### config.mk
export PLATFORM = sky130hd
export DESIGN_NAME = gia_front
export DESIGN_NICKNAME = d
export VERILOG_FILES = /design/src/gia_pkg.sv /design/src/gia_front.sv
export SDC_FILE = /design/constraint.sdc
export NUM_CORES = 1
export LEC_CHECK = 0
export BUFFER_PORTS_ARGS = -buffer_cell sky130_fd_sc_hd__buf_2
export CORE_UTILIZATION = 28
export CTS_BUF_LIST = sky130_fd_sc_hd__clkbuf_8
export DETAILED_ROUTE_END_ITERATION = 8
export HOLD_SLACK_MARGIN = 0.02
export PLACE_DENSITY_LB_ADDON = 0.2
export SLEW_MARGIN = 15
export SYNTH_ARGS = -nofsm -noshare
export SYNTH_HDL_FRONTEND = slang
export SYNTH_SLANG_ARGS = --single-unit
export TNS_END_PERCENT = 1
### constraint.sdc
create_clock -name clk -period 6.2 [get_ports clk]
set_input_delay 0.93 -clock clk [delete_from_list [all_inputs] [get_ports clk]]
set_output_delay 0.93 -clock clk [all_outputs]
set_load 0.02 [all_outputs]
### src/gia_pkg.sv
// Package for the Gaussian integer ALU: request and result types, codes and helpers.
`default_nettype none
package gia_pkg;

	localparam int QUEUE_DEPTH = 2;
	localparam int DIV_BITS = 64;

	typedef enum logic [2:0] {
		K_ADD  = 3'd0,
		K_SUB  = 3'd1,
		K_NEG  = 3'd2,
		K_MUL  = 3'd3,
		K_DIV  = 3'd4,
		K_CONJ = 3'd5,
		K_NORM = 3'd6,
		K_EQ   = 3'd7
	} kind_t;

	typedef enum logic [1:0] {
		ST_OK      = 2'd0,
		ST_OVF     = 2'd1,
		ST_DIV0    = 2'd2,
		ST_INEXACT = 2'd3
	} status_t;

	typedef struct packed {
		kind_t              kind;
		logic signed [31:0] a_real;
		logic signed [31:0] a_imag;
		logic signed [31:0] b_real;
		logic signed [31:0] b_imag;
	} req_t;

	typedef struct packed {
		logic signed [31:0] result_real;
		logic signed [31:0] result_imag;
		logic [62:0]        norm_value;
		logic               is_equal;
		status_t            status;
	} rsp_t;

	// classified request handed from front to back
	typedef struct packed {
		kind_t              kind;
		status_t            st;
		logic signed [31:0] ar;
		logic signed [31:0] ai;
		logic signed [31:0] br;
		logic signed [31:0] bi;
	} cmd_t;

	localparam logic [31:0] PART_BAD_LO = 32'h8000_0000;
	localparam logic [31:0] PART_BAD_HI = 32'h7fff_ffff;
	localparam logic signed [65:0] PART_MIN_W = -66'sd2147483647;
	localparam logic signed [65:0] PART_MAX_W = 66'sd2147483646;

	function automatic logic part_bad(logic [31:0] v);
		return (v == PART_BAD_LO) || (v == PART_BAD_HI);
	endfunction

	function automatic logic in_range(logic signed [65:0] v);
		return (v >= PART_MIN_W) && (v <= PART_MAX_W);
	endfunction

endpackage
`default_nettype wire

### src/gia_front.sv
// Front end: takes requests, checks operands and flags zero divisors.
`default_nettype none
module gia_front (
	input  wire             clk,
	input  wire             arst_n,
	input  wire             start,
	input  gia_pkg::req_t   request,
	output logic            busy,
	input  wire             push_ready,
	output logic            push_valid,
	output gia_pkg::cmd_t   push_data
);
	import gia_pkg::*;

	logic vld_s1;
	cmd_t cmd_s1;
	cmd_t cmd_c;
	logic uses_b;
	logic accept;

	assign busy = vld_s1 && !push_ready;
	assign accept = start && !busy;

	always_comb begin
		uses_b = (request.kind inside {K_ADD, K_SUB, K_MUL, K_DIV, K_EQ});
		cmd_c.kind = request.kind;
		cmd_c.ar = request.a_real;
		cmd_c.ai = request.a_imag;
		cmd_c.br = request.b_real;
		cmd_c.bi = request.b_imag;
		if (part_bad(request.a_real) || part_bad(request.a_imag) ||
				(uses_b && (part_bad(request.b_real) || part_bad(request.b_imag)))) begin
			cmd_c.st = ST_OVF;
		end else if (request.kind == K_DIV && request.b_real == '0 &&
				request.b_imag == '0) begin
			cmd_c.st = ST_DIV0;
		end else begin
			cmd_c.st = ST_OK;
		end
	end

	always_ff @(posedge clk or negedge arst_n) begin
		if (!arst_n) begin
			vld_s1 <= 1'b0;
		end else begin
			vld_s1 <= accept || (vld_s1 && !push_ready);
		end
	end

	always_ff @(posedge clk) begin
		if (accept) begin
			cmd_s1 <= cmd_c;
		end
	end

	assign push_valid = vld_s1;
	assign push_data = cmd_s1;
endmodule
`default_nettype wire

* Yosys cells after proc, flatten, opt, wreduce, memory -nomap -nowiden
Cells that the tools add are included.
** Operators by class
- Muxes and demuxes :: 1
- Equality and inequality tests :: 12
- Reduce and logical (&&, ||, !) cells :: 19
** Operator list (count)
- $eq 32x31->1 const B :: 4
- $eq 32x32->1 const B :: 4
- $logic_not 32->1 :: 2
- $logic_or 1x1->1 :: 8
- $eq 3x3->1 const B :: 2
- $logic_and 1x1->1 :: 5
- $reduce_bool 5->1 :: 1
- $eq 3x1->1 const B :: 1
- $eq 3x2->1 const B :: 1
- $logic_not 3->1 :: 1
- $logic_not 1->1 :: 2
- $mux 2 :: 1
** Storage, ports and cells
- Logic and storage cells :: 39
- Output and inout port bits :: 135
- Input bits :: 135
- Register bits after elaboration :: 134

* Depth between registers and ports, before layout
Gate-level depths: netlist of run 1.
- Depth in word-level cells :: 5
- Mapped depth :: 5
- Depth with buffers taken out :: 5

* Worst setup path before layout of run 1
Ideal clock, no wire load.
- Kind :: input -> register
- Start :: in push_ready
- End :: reg cmd_s1, in the netlist push_data[0] (enable)
- Required time :: 5692 ps
- Path buffers :: 0
- Setup time :: 508 ps
- Data arrival time :: 4121 ps
- Setup slack :: 1571 ps
- Stages on the path :: 2
- Cell sequence :: nand2b_1 -> and2_1
** On the way
- Cells in the longest elaborated chain, start to end :: 4
** RTL lines
- from (decl) :: line gia_front.sv:9 : input wire push_ready,
- $logic_not 1->1 :: line gia_front.sv:21 : assign busy = vld_s1 && !push_ready;
- $logic_and 1x1->1 :: line gia_front.sv:21
- $logic_not 1->1 :: line gia_front.sv:22 : assign accept = start && !busy;
- $logic_and 1x1->1 :: line gia_front.sv:22
- named net accept :: line gia_front.sv:19 : logic accept;
- to (signal assigned) :: line gia_front.sv:52 : cmd_s1 <= cmd_c;
- to (decl) :: line gia_front.sv:16 : cmd_t cmd_s1;
The timed path passes the listed nets, and every way through them passes these cells.
A chain may end at the register's enable or synchronous reset.

* Worst setup path in the final report of run 1
- Start :: in push_ready
- End :: reg cmd_s1, in the netlist push_data[121] (enable)
The elaborated chain is that of the path after synthesis.

==> results of run 1 <==
flip-flops by register name (all words and copies together), names as in the netlist:
name and flops:
push_valid 1, push_data 133
final timing paths:
check | startpoint | end | slack (ns)
max | push_ready | push_data[121] | 3.51
min | arst_n | push_valid | 0.26
max reg2reg | push_valid | push_data[121] | 3.72
min reg2reg | push_valid | push_valid | 0.56
max in group asynchronous | arst_n | push_valid | 5.86
min in group clk | push_valid | push_valid | 0.56
metrics by stage:
stage / total power (W) / setup slack, ns / hold slack, ns / cell area (µm²)
2_1_floorplan: 0.00118 / 1.57 / 0.633 / 4670
3_3_place_gp: 0.00130 / 3.10 / 0.517 / 6290
3_5_place_dp: 0.00130 / 3.02 / 0.540 / 6290
4_1_cts: 0.00195 / 3.50 / 0.223 / 6640
5_1_grt: 0.00201 / 3.36 / 0.215 / 6640
6_report: 0.00193 / 3.51 / 0.258 / 6640
per-layer routing:
layer	track usage [%]	up-vias	part of all wire, %
met3	5.52	13	7.5
met4	5.69	2	1.2
met5	0	-	0.10
li1	-	1608	-
met1	18.1	1719	41
met2	24.9	162	50
placed cells by master, fill, tap and decap left out, drive strengths merged, types with 2 or more instances in the layout:
cell    instances
nor4           36
inv             4
nand4          36
nor4b           3
nor2            4
clkbuf         17
clkinv         10
nor3            2
nand2b          2
a21oi           2
edfxtp        133
nand2           2
buf           270
nand4b          4
cell families (layout without fill, tap and decap cells):
kind of cell / Yosys count / after routing
simple gates: 92 / 92
compound gates: 5 / 5
flops: 134 / 134
mux: 1 / 1
buf+inv: 2 / 303
power by group through the flow:
| stage | Combinational [W] | Clock [W] | Sequential (W) |
|---|---|---|---|
| CTS | 0.000214 | 0.000667 | 0.00107 |
| detailed placement | 0.000214 | 0 | 0.00109 |
| global placement | 0.000211 | 0 | 0.00109 |
| floorplan | 0.0000264 | 0 | 0.00116 |
| global route | 0.000227 | 0.000706 | 0.00107 |
| finish | 0.000212 | 0.000649 | 0.00107 |
final cells by class:
class / instances / area [µm²] / share of cell area (%)
clock buffers: 17 / 234 / 3.52
multi-input cells: 98 / 643 / 9.68
flip-flops and latches: 134 / 4020 / 60.5
repair buffers: 270 / 1350 / 20.4
inverters: 2 / 7.51 / 0.113
well taps: 216 / 270 / 4.07
clock inverters: 14 / 114 / 1.71
==> summary.md, run 1 <==
| Metric | Value |
|---|---|
| Via density | 4.67 |
| Slowest-stage cell, CP | and2_4 |
| Final std cells w/o fill | 751 |
| Seq/Total Area, Yosys | between 80% and 90% |
| CTS resizes | 0 |
| Mapped Area | between 4000 and 5000 µm² |
| # Post-CTS Setup Buffers | 0 |
| Sequential Power Share | 55.4% |
| Via Count | 3,504 |
| Final setup violating endpoints | 0 |
| Crit path max fanout | 81 |
| Fill count | 1,571 |
| Cell-internal power | 0.00144 W |
| Layout cells sized above 1 | roughly 57% |
| Worst Tran Pin Value | 1.06 ns |
| Mapped Avg Cell Area | 19.9 µm² |
| Most common cell in the netlist | edfxtp_1 |
| Leakage power | 2.61 nW |
| Post-Synth Adder-Cell Area | 0% |
| Area leader, netlist | edfxtp_1 |
| Layout Area Growth over Synthesis | 42.3% |
| Placed instance count | 720 |
| Mapped Nets | 369 |
| Critical path class | in2reg |
| Antenna Violating Nets Remaining | 0 |
| Core Rows | 46 |
| Crit. End Element | register |
| Routed WL | 12,800 µm |
| DR DRC count | 0 |
| Crit. path cell count | 4 |
| Logic pwr share | approximately 11% |
| Crit-path cells | buf_2 > nand2b_1 > and2_4 > buf_4 |
| Setup TNS | 0 ns |
| 1st-iter DRT viols | 161 |
| Post-DR wirelength/cell | 17.1 µm |
| Gr usage total | 15.1% |
| TritonCTS buffer count | 17 |
| Net Sw Frac | 25.6% |
| GRT overflow | 0 |
| Chip Height | 131 µm |
| Post-Synth XOR/XNOR Area | 0% |
| Pwr dens | 290 nW/µm² |
| Clock latency on the worst-skew pair | between 0.4 and 0.5 ns |
| Final period util | approximately 43% |
| Post-Syn Instances | 234 |
| Clock Sink Count | 134 |
| Maxcap violations | 0 |
| EDFF count, synth | 133 |
| Ys async rst share | 0.746% |
| Post-DP HPWL | between 9000 and 10,000 µm |
| Synth Register Bits | 134 |
| Clock power share | around 34% |
| Simple-gate share of the synthesized area | 12.7% |
| Vias in the first global route | approximately 3,500 |
| Longest Clk Path Bufs | 2 |
| # diodes | 0 |
| R2R depth | 3 |
| Fin crit period | ~2.7 ns |
| DIE AREA | ~17,000 µm² |
| Port Buffers | between 200 and 300 |
| Post-synthesis cell type count | 20 |
| Global-route wire length before repair | roughly 20,000 µm |
| Top_reg_cell synth | edfxtp_1 |
| Initial Utilization | 29.1% |
| Final core occ | between 40% and 50% |
| Status | completed |
| Synth warn | 0 |
| Placer Congestion | 0.796 |
| CTS tree | yes |
| Ports | 270 |
| Crit path max-delay family | simple AND/OR/NAND/NOR gates |
| WP data required | 6.27 ns |
| Compound-gate portion of the synthesized area | 0.751% |
| Combinational family with the most area after synthesis | simple AND/OR/NAND/NOR gates |
| Buffers plus inverters on the worst setup path | 2 |
| Min-Delay Path Class | in2async |
| Die X | 131 µm |
| Initial antenna violation count | 1 |
| Max Freq | 0.372 GHz |
| Synth top area share | about 86% |
| Relative slew slack | 29.6% |
| Crit path launch type | input port |
| Worst clock skew | 0.00861 ns |
| First drt pass iteration count | 4 |
| Register clock-pin slew on the reported worst setup and hold paths | 0.07 ns |
| Hold buffer count at cts | 0 |
| Hold Vio Cnt, Final | 0 |
| CORE AREA | approximately 16,000 µm² |
| CP max stage delay | roughly 0.87 ns |
| Slew Viols, Final | 0 |
| P_sw | 0.000493 W |
| Final layout net count | 658 |
| Largest net degree at the start of global routing | 82 |
| Root buf cell | clkbuf_8 |
| Top area cells in the synthesized netlist | edfxtp_1 (86%), nand4_1 (4.8%), nor4_1 (4.6%) |
| Top post-synthesis cells by count | edfxtp_1 (133), nand4_1 (36), nor4_1 (34), nand4b_1 (4), nor2_1 (4) |
| Worst VDD drop | ~96 µV |
| Critical path arrival | 2.76 ns |
| Post-synthesis mux area share | 0.241% |
| RSZ-0062 raised after global routing | no |
| H-Tree Depth | 4 |
Power figures use the tool's default switching activity.
==> inputs of run 2 (changes only) <==
- clock period: 6.2 -> 2.65 ns (I/O delays scaled with it)
==> summary.md, run 2 (synthesized netlist as in run 1, its figures left out) <==
| Metric | Value |
|---|---|
| Layout cells sized above 1 | about 57% |
| Max Freq | between 0.5 and 0.6 GHz |
| Via density | 4.59 |
| Clock Sink Count | 134 |
| Via Count | 3,463 |
| Setup TNS | 0 ns |
| Worst clock skew | 0.00617 ns |
| Routed WL | 12,500 µm |
| Core Rows | 46 |
| Layout Area Growth over Synthesis | 42.4% |
| Global-route wire length before repair | 19,100 µm |
| CTS tree | yes |
| RSZ-0062 raised after global routing | no |
| Hold Vio Cnt, Final | 0 |
| WP data required | 2.71 ns |
| First drt pass iteration count | 4 |
| Net Sw Frac | 26.1% |
| Antenna Violating Nets Remaining | 0 |
| DIE AREA | 17,200 µm² |
| Pwr dens | 664 nW/µm² |
| Placer Congestion | 0.766 |
| Clock latency on the worst-skew pair | 0.43 ns |
| Gr usage total | between 10% and 20% |
| Crit. End Element | register |
| Leakage power | 2.60 nW |
| Initial antenna violation count | 3 |
| Vias in the first global route | 3,490 |
| Cell-internal power | 0.00326 W |
| Maxcap violations | 0 |
| Max FFs per register | 133 |
| Longest Clk Path Bufs | 2 |
| Port Buffers | 269 |
| Post-Place Cell Area | roughly 6300 µm² |
| Die X | approximately 130 µm |
| CORE AREA | 16,100 µm² |
| Final setup violating endpoints | 0 |
| Fin crit period | 1.69 ns |
| Worst VDD drop | about 290 µV |
| Clock power share | 32.2% |
| GRT overflow | 0 |
| Register clock-pin slew on the reported worst setup and hold paths | 0.07 ns |
| Most frequent cells in the layout | buf_2 (269), edfxtp_1 (133), nand4_1 (36) |
| Hold buffer count at cts | 1 |
| Post-DR wirelength/cell | around 17 µm |
| CTS resizes | 0 |
| H-Tree Depth | 4 |
| Slew Viols, Final | 0 |
| Min-Delay Path Class | in2reg |
| Status | completed |
| Crit path launch type | register |
| Critical path class | reg2reg |
| Final period util | 63.7% |
| Worst Tran Pin Value | 0.768 ns |
| Initial Utilization | 29.1% |
| Critical path arrival | 1.75 ns |
| DR DRC count | 0 |
| Final layout net count | 660 |
| Ports | between 200 and 300 |
| Crit path max fanout | 133 |
| 1st-iter DRT viols | 186 |
| Post-DP HPWL | 9420 µm |
| Root buf cell | clkbuf_8 |
| P_sw | 0.00115 W |
| Logic pwr share | 11.3% |
| Chip Height | 131 µm |
| Design Area, Final | 6650 µm² |
| Sequential Power Share | 56.5% |
| Most common cell after layout, fill and taps aside | buf_2 |
| Relative slew slack | 48.8% |
| TritonCTS buffer count | 17 |
| # Post-CTS Setup Buffers | 0 |
| Largest net degree at the start of global routing | approximately 130 |
-- run 2: cell count changes in the layout (fill, tap and decap cells not counted) --
cell / change
clkinv_4: -4
inv_6: +1
inv_1: -1
clkinvlp_4: +4
dlygate4sd3_1: +1
diode_2: +1
bufinv_16: -1
buf_12: +1
clkinv_1: +1
-- run 2: worst max-delay path, stage by stage (launching register included) --
cell and delay, ns:
dfrtp_1 0.39, nand2b_1 0.12, and2_4 0.17, buf_12 0.46
-- run 2: worst paths after layout --
path | start | to | slack, ns | depth (start not counted)
hold / removal | request[127] | push_data[127] | 0.17 | 1
min in group asynchronous | arst_n | push_valid | 0.25 | 2
setup reg to reg | push_valid | push_data[77] | 0.96 | 3
hold reg to reg | push_valid | push_valid | 0.57 | 2
setup / recovery | push_valid | push_data[77] | 0.96 | 3
max in group asynchronous | arst_n | push_valid | 2.32 | 2
-- run 2: layer usage --
metal / up-vias / wire, µm / GRT usage [%]
met5: - / 25 / 0
met4: 4 / 274 / 6.73
met3: 19 / 1120 / 6.71
met2: 159 / 6170 / 23.9
met1: 1664 / 4910 / 16.6
li1: 1617 / - / -
-- run 2: metrics by stage --
step / cells / utilization, % / total power [W] / worst slack (ns) / hold WS, ns
after floorplan: 234 / - / 0.00276 / 0.672 / 0.102
after global placement: 721 / 39.3 / 0.00303 / 0.697 / 0.173
after detailed placement: 721 / 39.3 / 0.00304 / 0.704 / 0.174
after CTS: 753 / 41.4 / 0.00447 / 1.04 / 0.116
after global routing: 754 / 41.4 / 0.00461 / 0.908 / 0.111
final: 754 / 41.4 / 0.00441 / 0.962 / 0.168
-- run 2: cell type report --
cell class | instances | area (µm²)
antenna | 1 | 2.50
inverter | 2 | 7.51
clock inverter | 14 | 87.6
clock buffer | 17 | 234
sequential | 134 | 4020
tap | 216 | 270
fill | 1494 | 9410
timing repair buffer | 272 | 1380
multi-input combinational | 98 | 643
-- run 2: power by group through the flow --
stage / logic (W) / clock network [W] / registers, W
after detailed placement: 0.000501 / 0 / 0.00254
after global routing: 0.000533 / 0.00157 / 0.00250
after CTS: 0.000503 / 0.00147 / 0.00249
after floorplan: 0.0000630 / 0 / 0.00270
after global placement: 0.000495 / 0 / 0.00254
final: 0.000498 / 0.00142 / 0.00249
