`config.mk`:
```
export PLATFORM = sky130hd
export DESIGN_NAME = gia_queue
export DESIGN_NICKNAME = d
export VERILOG_FILES = /design/src/gia_pkg.sv /design/src/gia_queue.sv
export SDC_FILE = /design/constraint.sdc
export NUM_CORES = 1
export LEC_CHECK = 0
export ABC_CLOCK_PERIOD_IN_PS = 6500
export BUFFER_PORTS_ARGS = -buffer_cell sky130_fd_sc_hd__buf_2
export CAP_MARGIN = 25
export CELL_PAD_IN_SITES_DETAIL_PLACEMENT = 1
export CELL_PAD_IN_SITES_GLOBAL_PLACEMENT = 2
export CORE_UTILIZATION = 36
export CTS_BUF_LIST = sky130_fd_sc_hd__clkbuf_4 sky130_fd_sc_hd__clkbuf_8
export DETAILED_ROUTE_END_ITERATION = 10
export GPL_TIMING_DRIVEN = 1
export HOLD_SLACK_MARGIN = 0.03
export PLACE_DENSITY_LB_ADDON = 0.1
export SYNTH_ARGS = -nofsm -noshare
export SYNTH_HDL_FRONTEND = slang
export SYNTH_SLANG_ARGS = --single-unit
export TNS_END_PERCENT = 20
```
`constraint.sdc`:
```
create_clock -name clk -period 6.5 [get_ports clk]
set_input_delay 1.95 -clock clk [delete_from_list [all_inputs] [get_ports clk]]
set_output_delay 1.95 -clock clk [all_outputs]
set_load 0.05 [all_outputs]
```
`src/gia_pkg.sv`:
```
// Package for the Gaussian integer ALU: request and result types, codes and helpers.
`default_nettype none
package gia_pkg;

	localparam int QUEUE_DEPTH = 2;
	localparam int DIV_BITS = 64;

	typedef enum logic [2:0] {
		K_ADD  = 3'd0,
		K_SUB  = 3'd1,
		K_NEG  = 3'd2,
		K_MUL  = 3'd3,
		K_DIV  = 3'd4,
		K_CONJ = 3'd5,
		K_NORM = 3'd6,
		K_EQ   = 3'd7
	} kind_t;

	typedef enum logic [1:0] {
		ST_OK      = 2'd0,
		ST_OVF     = 2'd1,
		ST_DIV0    = 2'd2,
		ST_INEXACT = 2'd3
	} status_t;

	typedef struct packed {
		kind_t              kind;
		logic signed [31:0] a_real;
		logic signed [31:0] a_imag;
		logic signed [31:0] b_real;
		logic signed [31:0] b_imag;
	} req_t;

	typedef struct packed {
		logic signed [31:0] result_real;
		logic signed [31:0] result_imag;
		logic [62:0]        norm_value;
		logic               is_equal;
		status_t            status;
	} rsp_t;

	// classified request handed from front to back
	typedef struct packed {
		kind_t              kind;
		status_t            st;
		logic signed [31:0] ar;
		logic signed [31:0] ai;
		logic signed [31:0] br;
		logic signed [31:0] bi;
	} cmd_t;

	localparam logic [31:0] PART_BAD_LO = 32'h8000_0000;
	localparam logic [31:0] PART_BAD_HI = 32'h7fff_ffff;
	localparam logic signed [65:0] PART_MIN_W = -66'sd2147483647;
	localparam logic signed [65:0] PART_MAX_W = 66'sd2147483646;

	function automatic logic part_bad(logic [31:0] v);
		return (v == PART_BAD_LO) || (v == PART_BAD_HI);
	endfunction

	function automatic logic in_range(logic signed [65:0] v);
		return (v >= PART_MIN_W) && (v <= PART_MAX_W);
	endfunction

endpackage
`default_nettype wire

```
`src/gia_queue.sv`:
```
// Small request queue between front and back.
`default_nettype none
module gia_queue #(
	parameter int Depth = gia_pkg::QUEUE_DEPTH
) (
	input  wire             clk,
	input  wire             arst_n,
	input  wire             push,
	input  gia_pkg::cmd_t   push_data,
	output logic            full,
	input  wire             pop,
	output logic            empty,
	output gia_pkg::cmd_t   pop_data
);
	import gia_pkg::*;

	localparam int PW = (Depth > 1) ? $clog2(Depth) : 1;
	localparam int CW = $clog2(Depth + 1);

	cmd_t mem_q [Depth];
	logic [PW-1:0] wr_q;
	logic [PW-1:0] rd_q;
	logic [CW-1:0] cnt_q;
	logic do_push;
	logic do_pop;

	assign full = (cnt_q == CW'(Depth));
	assign empty = (cnt_q == '0);
	assign do_push = push && !full;
	assign do_pop = pop && !empty;
	assign pop_data = mem_q[rd_q];

	always_ff @(posedge clk or negedge arst_n) begin
		if (!arst_n) begin
			wr_q <= '0;
			rd_q <= '0;
			cnt_q <= '0;
		end else begin
			if (do_push) begin
				wr_q <= (wr_q == PW'(Depth - 1)) ? '0 : wr_q + 1'b1;
			end
			if (do_pop) begin
				rd_q <= (rd_q == PW'(Depth - 1)) ? '0 : rd_q + 1'b1;
			end
			cnt_q <= cnt_q + CW'(do_push) - CW'(do_pop);
		end
	end

	always_ff @(posedge clk) begin
		if (do_push) begin
			mem_q[wr_q] <= push_data;
		end
	end
endmodule
`default_nettype wire

```
Word-level counts from Yosys, hierarchy flattened
Memory sizes are Yosys's and may differ from the RTL's.
Cells that the tools add are included.
Cells by class
  divide/modulo/power cells: 0
  multiply operators: 0
  add/sub/neg operators: 4
  muxes and demuxes: 4
  $lt $le $gt $ge: 0
  shift operators: 0
  bitwise operators: 0
  equal/unequal tests: 1
  reductions and logical operators: 5
Operators by type and width (count)
  $mux W1: 4
  $add A1 B1 Y1 const B: 2
  $add A2 B1 Y2: 1
  $eq A2 B2 Y1 const B: 1
  $logic_and A1 B1 Y1: 2
  $logic_not A1 Y1: 2
  $logic_not A2 Y1: 1
  $sub A2 B1 Y2: 1
Word-level totals
  RAM bits: 266
  bits in latches: 0
  memories: 1
  ROM bits: 0
  input port bits: 137
  bits in registers: 4
  output and inout bits: 135
  word-level logic and storage cells: 18
Memories
  mem_q: depth 2, bits a word 133, read ports 1, clocked after Yosys merged registers in 0, wr ports 1, RTL line gia_queue.sv:20  | cmd_t mem_q [Depth];

Longest topological paths before layout
Gate-level depths: netlist (run 1).
  word-level depth: 5
  gate-level depth with buffers: 7
  mapped depth without buffers: 7

Worst setup path before layout (run 1)
Ideal clock, no wire load.
  path kind: input -> register
  start point: input port push
  end point: memory mem_q[0][0] (netlist bit), enable pin
  buffers on the path: 0
  data arrival time: 7.569 ns
  required time: 5.873 ns
  slack: -1.696 ns
  stages: 2
  library setup time: 0.627 ns
  cell sequence: nand2_1 -> nor2_1
Between the ends
  word-level cells in the longest chain between the ends: 3
RTL lines
  start, declared: RTL line gia_queue.sv:8  | input wire push,
  $logic_and A1 B1 Y1: RTL line gia_queue.sv:29  | assign do_push = push && !full;
  $mux W1: RTL line gia_queue.sv:50  | if (do_push) begin
  $mux W1 (not written as such): RTL line gia_queue.sv:51  | mem_q[wr_q] <= push_data;
  end, declared: RTL line gia_queue.sv:20
Every way passes these cells.

==> impl_results.md, run 1 <==
* Run status: complete, no violations
* Utilization after layout at 46.8%
* Final Max Tran Viols at 0
* Root Buffer: sky130_fd_sc_hd__clkbuf_8
* Fraction of registers with async set or reset after synthesis at 1.48%
* Final hold slack at 0.518 ns
* Uppermost routed layer: met5
* Cell chain of the critical path: buf_12 > mux2_2 > buf_2
* Number of buffer and inverter instances along the worst setup path at 2
* Post-synthesis instance area at 10000 sq um
* Wire length of the first global-routing pass at 31.5 mm
* Clock Skew at 0.0187 ns
* Class of the worst hold path: register to register
* Post-synthesis instance total at 432
* DRC violations left at 0
* Die extent in y at 169 microns
* Global Route Usage Sum at 14.6%
* # rows at 60
* Setup repair after global routing missed its margin: no
* Unique masters post-synth at 15
* Fin nets at 881
* Number of DRC violations after detailed-routing iteration 0 at 230
* Worst path required time at 4.55 ns
* Cell taking the most area after synthesis: sky130_fd_sc_hd__edfxtp_1
* CP max FO at 93
* Post-layout min period at 4.69 ns
* Achievable clock frequency at 213 MHz
* Sort of element at the end of the critical path: primary output
* Post-detailed-route wirelength per cell at 18.4 microns
* Number of warnings reported in the yosys synthesis log at 0
* Top cell type's share of synthesized area at 79.6%
* Post-route standard cell area excluding fillers at 12700 sq um
* Biggest cell delay along the critical path at 0.91 ns
* Largest net degree at the start of global routing at 94
* Number of buffers inserted by hold repair at cts at 0
* Mean instance size in the synthesized netlist at 23.2 sq um
* Top_reg_cell synth: sky130_fd_sc_hd__edfxtp_1
* Number of max-cap violations at 0
* Worst Tran Pin Value at 0.773 ns
* Startpoint of the most critical setup path: rd_q
* CTS tree: built
* Die Footprint at 28500 sq um
* Final critical-path setup slack at 1.81 ns
* Final-report setup violation count at 0
* Sequential area share after synthesis at 80.6%
* Ratio of total power to cell area at 538 nW/um^2
* Sum of negative setup slack at 0 ns
* Die width at 169 microns
* Post-synthesis net count at 571
* Sinks on the clock net at 270
* Fraction of the cycle the final worst path needs at 72.1%
* Met2 wire length at 10.2 mm
* Core Area at 27200 sq um
* Via Count at 5108
* Detailed-routing iteration count for the pre-antenna-repair pass at 5
* Final RePlAce weighted congestion at 0.726
* Max-Slew Margin vs Limit at 48.5%
* Via-to-Cell Ratio at 4.43
* Number of storage elements in the synthesis netlist at 270
* Overflow left after global routing at 0
* Dpl cell area at 11800 sq um
* Static leakage power at 0.00494 uW
* Wirelength, routed at 21.2 mm
* Number of levels the H-tree was split into at 2
* Number of port buffers at 271
* Vias in the first global route at 5636
* Setup CP Type: register to primary output
* Clk pin slew, worst setup/hold paths at 0.06 ns
* Post-CTS Repair Setup Buffers at 0
* Critical path's top delay family: flip-flops
* Worst endpoint data arrival time at 2.74 ns
* Placed wire-length estimate after detailed placement at 13.7 mm
* Maximum clock path buffer count at 3
* Most repeated cell in the gate-level netlist after synthesis: sky130_fd_sc_hd__edfxtp_1
* Cts bufs inserted at 46
* Met3 Wirelength at 1.90 mm
* Start of the worst register-to-register path: cnt_q[0]
* Clock latency at the later pin of the worst-skew pair at 0.54 ns
* Routed length on met1 at 8.71 mm
* Worst setup SP type: register
* Max rail drop VDD at 276 uV
* Hold violation count in the final report at 0
* Post-cts gate resize count at 0
* Antenna viol nets, final at 0
* Slowest stage cell, crit path: sky130_fd_sc_hd__dfrtp_4
* Fill cell instance count of the final layout at 2661
* Number of antenna violations at the first check in global routing at 6
* I/O Pins at 272
* Count of flip-flops with a built-in enable after synthesis at 266
* Post-synth top cells: 266 x sky130_fd_sc_hd__edfxtp_1, 73 x sky130_fd_sc_hd__mux2_2, 60 x sky130_fd_sc_hd__mux2_4, 8 x sky130_fd_sc_hd__buf_6, 7 x sky130_fd_sc_hd__buf_2
* Setup slack after placement at 2.33 ns
* Starting utilization of the core area at 36.9%
* Fraction of final layout cells sized beyond drive strength 1 at 62.5%
* Synth top area cells: sky130_fd_sc_hd__edfxtp_1 80%, sky130_fd_sc_hd__mux2_4 9.0%, sky130_fd_sc_hd__mux2_2 8.2%, sky130_fd_sc_hd__dfrtp_1 1.0%, sky130_fd_sc_hd__buf_6 0.90%
* Launch instance of the worst min-delay path: cnt_q[1]
* Post-synthesis to final-layout area growth at 26.8%
[report_power, final]
part	total, uW	switching [uW]	internal (uW)
combinational	2860	2030	830
clock	1450	631	816
sequential	2540	160	2380
[cells in the final DEF (no fill, tap or decap), types with 2 or more instances in the layout]
cell and n:
sky130_fd_sc_hd__buf_2 271, sky130_fd_sc_hd__buf_4 4, sky130_fd_sc_hd__clkbuf_4 22, sky130_fd_sc_hd__clkbuf_8 49
sky130_fd_sc_hd__clkinv_1 10, sky130_fd_sc_hd__clkinv_2 2, sky130_fd_sc_hd__dfrtp_1 3, sky130_fd_sc_hd__diode_2 3
sky130_fd_sc_hd__edfxtp_1 266, sky130_fd_sc_hd__ha_1 2, sky130_fd_sc_hd__inv_1 2, sky130_fd_sc_hd__mux2_2 73
sky130_fd_sc_hd__mux2_4 60, sky130_fd_sc_hd__xnor2_1 3
[final timing paths]
| check | endpoint | depth (start not counted) | slack (ns) |
|---|---|---|---|
| max in group asynchronous | rd_q | 1 | 5.14 |
| min reg2reg | cnt_q[1] | 1 | 0.52 |
| min in group asynchronous | cnt_q[1] | 1 | 1.21 |
| max | pop_data[123] | 3 | 1.81 |
| min | cnt_q[1] | 1 | 0.52 |
| max reg2reg | mem_q[0][121] | 4 | 4.00 |
[metal layers]
layer	GRT usage (%)	up-vias
met5	0	-
met4	5.10	4
met3	5.42	35
met2	24.1	217
met1	17.7	2506
li1	-	2346
[kinds of logic after synthesis]
family,count (synthesis),share of synthesized area [%]
and+or+nand+nor,6,0.299
DFF,270,80.6
muxes,133,17.2
adders and majority gates,2,0.249
buffers and inverters,17,1.32
xor gates and xnor gates,4,0.349
[worst reg2reg max path, stage by stage, from the launching register on]
cell	delay, ns
sky130_fd_sc_hd__dfrtp_1	0.38
sky130_fd_sc_hd__nand2b_1	0.18
sky130_fd_sc_hd__nand2_1	0.16
sky130_fd_sc_hd__nor2_4	0.60
sky130_fd_sc_hd__buf_4	0.74
[state kept, by name, indices dropped and copies added (netlist names)]
register and flops:
rd_q 1, wr_q 1, mem_q 266, cnt_q 2
[metrics by stage]
step / total power (uW) / instances
floorplan: 4900 / 432
global placement: 5430 / 1065
detailed placement: 5470 / 1065
CTS: 6960 / 1148
global route: 7150 / 1149
finish: 6850 / 1152
[layout make-up]
type	count	area [sq um]	area share, %
diodes	3	7.51	0.0590
clock inverters	12	47.5	0.374
well taps	372	465	3.66
repair buffers	277	1430	11.3
inverters	2	7.51	0.0590
multi-input cells	145	1830	14.4
flip-flops and latches	270	8090	63.6
clock buffers	71	840	6.60
(Power assumes the default switching activity.)
==> inputs of run 2 (changes only) <==
--- a/config.mk
+++ b/config.mk
@@ -5,7 +5,7 @@
 export SDC_FILE = /design/constraint.sdc
 export NUM_CORES = 1
 export LEC_CHECK = 0
-export ABC_CLOCK_PERIOD_IN_PS = 6500
+export ABC_CLOCK_PERIOD_IN_PS = 4250
 export BUFFER_PORTS_ARGS = -buffer_cell sky130_fd_sc_hd__buf_2
 export CAP_MARGIN = 25
 export CELL_PAD_IN_SITES_DETAIL_PLACEMENT = 1
==> constraint.sdc (replaced) <==
create_clock -name clk -period 4.25 [get_ports clk]
set_input_delay 1.275 -clock clk [delete_from_list [all_inputs] [get_ports clk]]
set_output_delay 1.275 -clock clk [all_outputs]
set_load 0.05 [all_outputs]
==> impl_results.md, run 2 (synthesis gave the netlist of run 1 again) <==
* Hold violation count in the final report at 0 (unchanged)
* Die Footprint at 28500 sq um (unchanged)
* Dpl cell area at 11900 sq um (+0.47%)
* Clk pin slew, worst setup/hold paths at 0.06 ns (about the same)
* Commonest non-fill, non-tap cell in the layout: sky130_fd_sc_hd__buf_2
* Worst path required time at 2.97 ns (-1.58 ns)
* Starting utilization of the core area at 36.9% (unchanged)
* Post-CTS Repair Setup Buffers at 0 (unchanged)
* Number of flip-flops under the largest register name at 266 (unchanged)
* Number of max-cap violations at 0 (unchanged)
* Top flop regs: mem_q (266), cnt_q (2)
* Fraction of final layout cells sized beyond drive strength 1 at 62.8% (+0.24 points)
* Number of buffers inserted by hold repair at cts at 0 (unchanged)
* Hold Path Sink: cnt_q[1]
* Cts bufs inserted at 47 (+2.2%)
* CTS tree: built
* Sort of element at the end of the critical path: primary output
* Reg-to-reg endpoint: mem_q[0][65]
* Vias in the first global route at 5747 (+2.0%)
* FF-to-FF setup slack at 2.29 ns (-1.71 ns)
* Sinks on the clock net at 270 (unchanged)
* Largest net degree at the start of global routing at 69 (-27%)
* Worst endpoint data arrival time at 2.41 ns (-0.33 ns)
* CP max FO at 33 (-65%)
* Number of cell instances on the worst register-to-register path at 4 (unchanged)
* Achievable clock frequency at 272 MHz
* Global Route Usage Sum at 14.6% (-0.078 points)
* Post-synthesis to final-layout area growth at 27.1%
* Post-layout min period at 3.68 ns
* Routed length on met1 at 8.24 mm (-5.4%)
* Biggest cell delay along the critical path at 0.85 ns (-0.06 ns)
* Post-cts gate resize count at 0 (unchanged)
* Wire length of the first global-routing pass at 31.4 mm (-0.11%)
* Number of antenna violations at the first check in global routing at 5 (-1)
* Met2 wire length at 10.1 mm (-1.4%)
* Die extent in y at 169 microns (unchanged)
* Antenna viol nets, final at 0 (unchanged)
* Multi-input gate area at 1830 sq um (unchanged)
* Class of the worst hold path: register to register
* Placed wire-length estimate after detailed placement at 14.1 mm (+2.7%)
* Fin nets at 885 (+0.45%)
* Final RePlAce weighted congestion at 0.715 (-1.4%)
* Final Max Tran Viols at 0 (unchanged)
* Ratio of total power to cell area at 823 nW/um^2 (+53%)
* Sequential cell area in the final layout at 8090 sq um (unchanged)
* Setup CP Type: register to primary output
* Number of buffer and inverter instances along the worst setup path at 2 (unchanged)
* Cell depth of the worst min-delay path at 1 (unchanged)
* Core Area at 27200 sq um (unchanged)
* Number of DRC violations after detailed-routing iteration 0 at 233 (+1.3%)
* Sum of internal, switching and leakage power at 10500 uW (+53%)
* Critical path's top delay family: flip-flops
* Slowest stage cell, crit path: sky130_fd_sc_hd__dfrtp_4
* Fill cell instance count of the final layout at 2672 (+0.41%)
* Uppermost routed layer: met5
* Overflow left after global routing at 0 (unchanged)
* Clock Skew at 0.0245 ns (+0.00573 ns)
* Worst Tran Pin Value at 0.971 ns (+0.199 ns)
* Number of port buffers at 271 (unchanged)
* # rows at 60 (unchanged)
* Clock latency at the later pin of the worst-skew pair at 0.53 ns (about the same)
* Highest-count cells in the layout ignoring fill and taps: 271 x sky130_fd_sc_hd__buf_2, 266 x sky130_fd_sc_hd__edfxtp_1, 73 x sky130_fd_sc_hd__mux2_2
* Root Buffer: sky130_fd_sc_hd__clkbuf_8
* Via-to-Cell Ratio at 4.43 (about the same)
* Final std cells w/o fill at 1158 (+0.52%)
* Post-route standard cell area excluding fillers at 12800 sq um (+0.31%)
* Launch instance of the worst min-delay path: cnt_q[1]
* Start of the worst register-to-register path: cnt_q[1]
* Max-Slew Margin vs Limit at 35.2% (-13 points)
* Setup repair after global routing missed its margin: no
* Via Count at 5132 (+0.47%)
* Die width at 169 microns (unchanged)
* Run status: complete, no violations
* Wirelength, routed at 20.9 mm (-1.6%)
* Number of levels the H-tree was split into at 2 (unchanged)
* Max rail drop VDD at 421 uV (+53%)
* I/O Pins at 272 (unchanged)
* DRC violations left at 0 (unchanged)
* Cell chain of the critical path: buf_4 > mux2_2 > buf_2
* Detailed-routing iteration count for the pre-antenna-repair pass at 4 (-1)
* Worst setup SP type: register
* Post-detailed-route wirelength per cell at 18.0 microns (-2.1%)
* Maximum clock path buffer count at 3 (unchanged)
* Inst Count DP at 1069 (+0.38%)
* Static leakage power at 0.00496 uW (+0.49%)
* Fraction of the cycle the final worst path needs at 86.7%
* Met3 Wirelength at 2.05 mm (+7.8%)
* Final-report setup violation count at 0 (unchanged)
* Register with the highest flop count: mem_q
[run 2: changes by cell type in the layout (fill, tap and decap cells not counted), sizes merged]
cell	previous run	this run
buf	277	280
clkbuf	71	68
diode	3	4
clkinv	12	17
[run 2: worst max path at each step]
stage	to	start	cells past startpoint	slack (ns)
2_1_floorplan	mem_q[1][0]	push	1	-0.63
3_3_place_gp	pop_data[120]	rd_q	3	1.13
3_5_place_dp	pop_data[45]	rd_q	3	1.09
4_1_cts	pop_data[50]	rd_q	3	0.49
5_1_grt	pop_data[46]	rd_q	3	0.44
6_report	pop_data[46]	rd_q	3	0.57
[run 2: per-stage QoR]
| step | setup WS, ns | setup TNS [ns] | hold slack [ns] | util [%] |
|---|---|---|---|---|
| floorplan | -0.628 | -83.50 | 0.468 | - |
| global placement | 1.13 | 0 | 0.487 | 43.6 |
| detailed placement | 1.09 | 0 | 0.495 | 43.6 |
| CTS | 0.491 | 0 | 0.501 | 46.9 |
| global route | 0.436 | 0 | 0.510 | 46.9 |
| finish | 0.567 | 0 | 0.508 | 46.9 |
[run 2: layout make-up]
cell class,instances,share of cell area (%)
diodes,4,0.0785
clock buffers,68,6.45
clock inverters,17,0.569
inverters,2,0.0588
multi-input cells,145,14.3
flip-flops and latches,270,63.4
well taps,372,3.65
repair buffers,280,11.5
[run 2: per-layer routing]
metal | up-vias | track usage [%]
li1 | 2369 | -
met1 | 2497 | 16.9
met2 | 214 | 24.2
met3 | 48 | 6.22
met4 | 4 | 4.74
met5 | - | 0
[run 2: power by group]
part / switching [uW] / total (uW) / internal [uW]
Combinational: 3120 / 4410 / 1290
Clock: 979 / 2220 / 1240
Sequential: 226 / 3870 / 3650
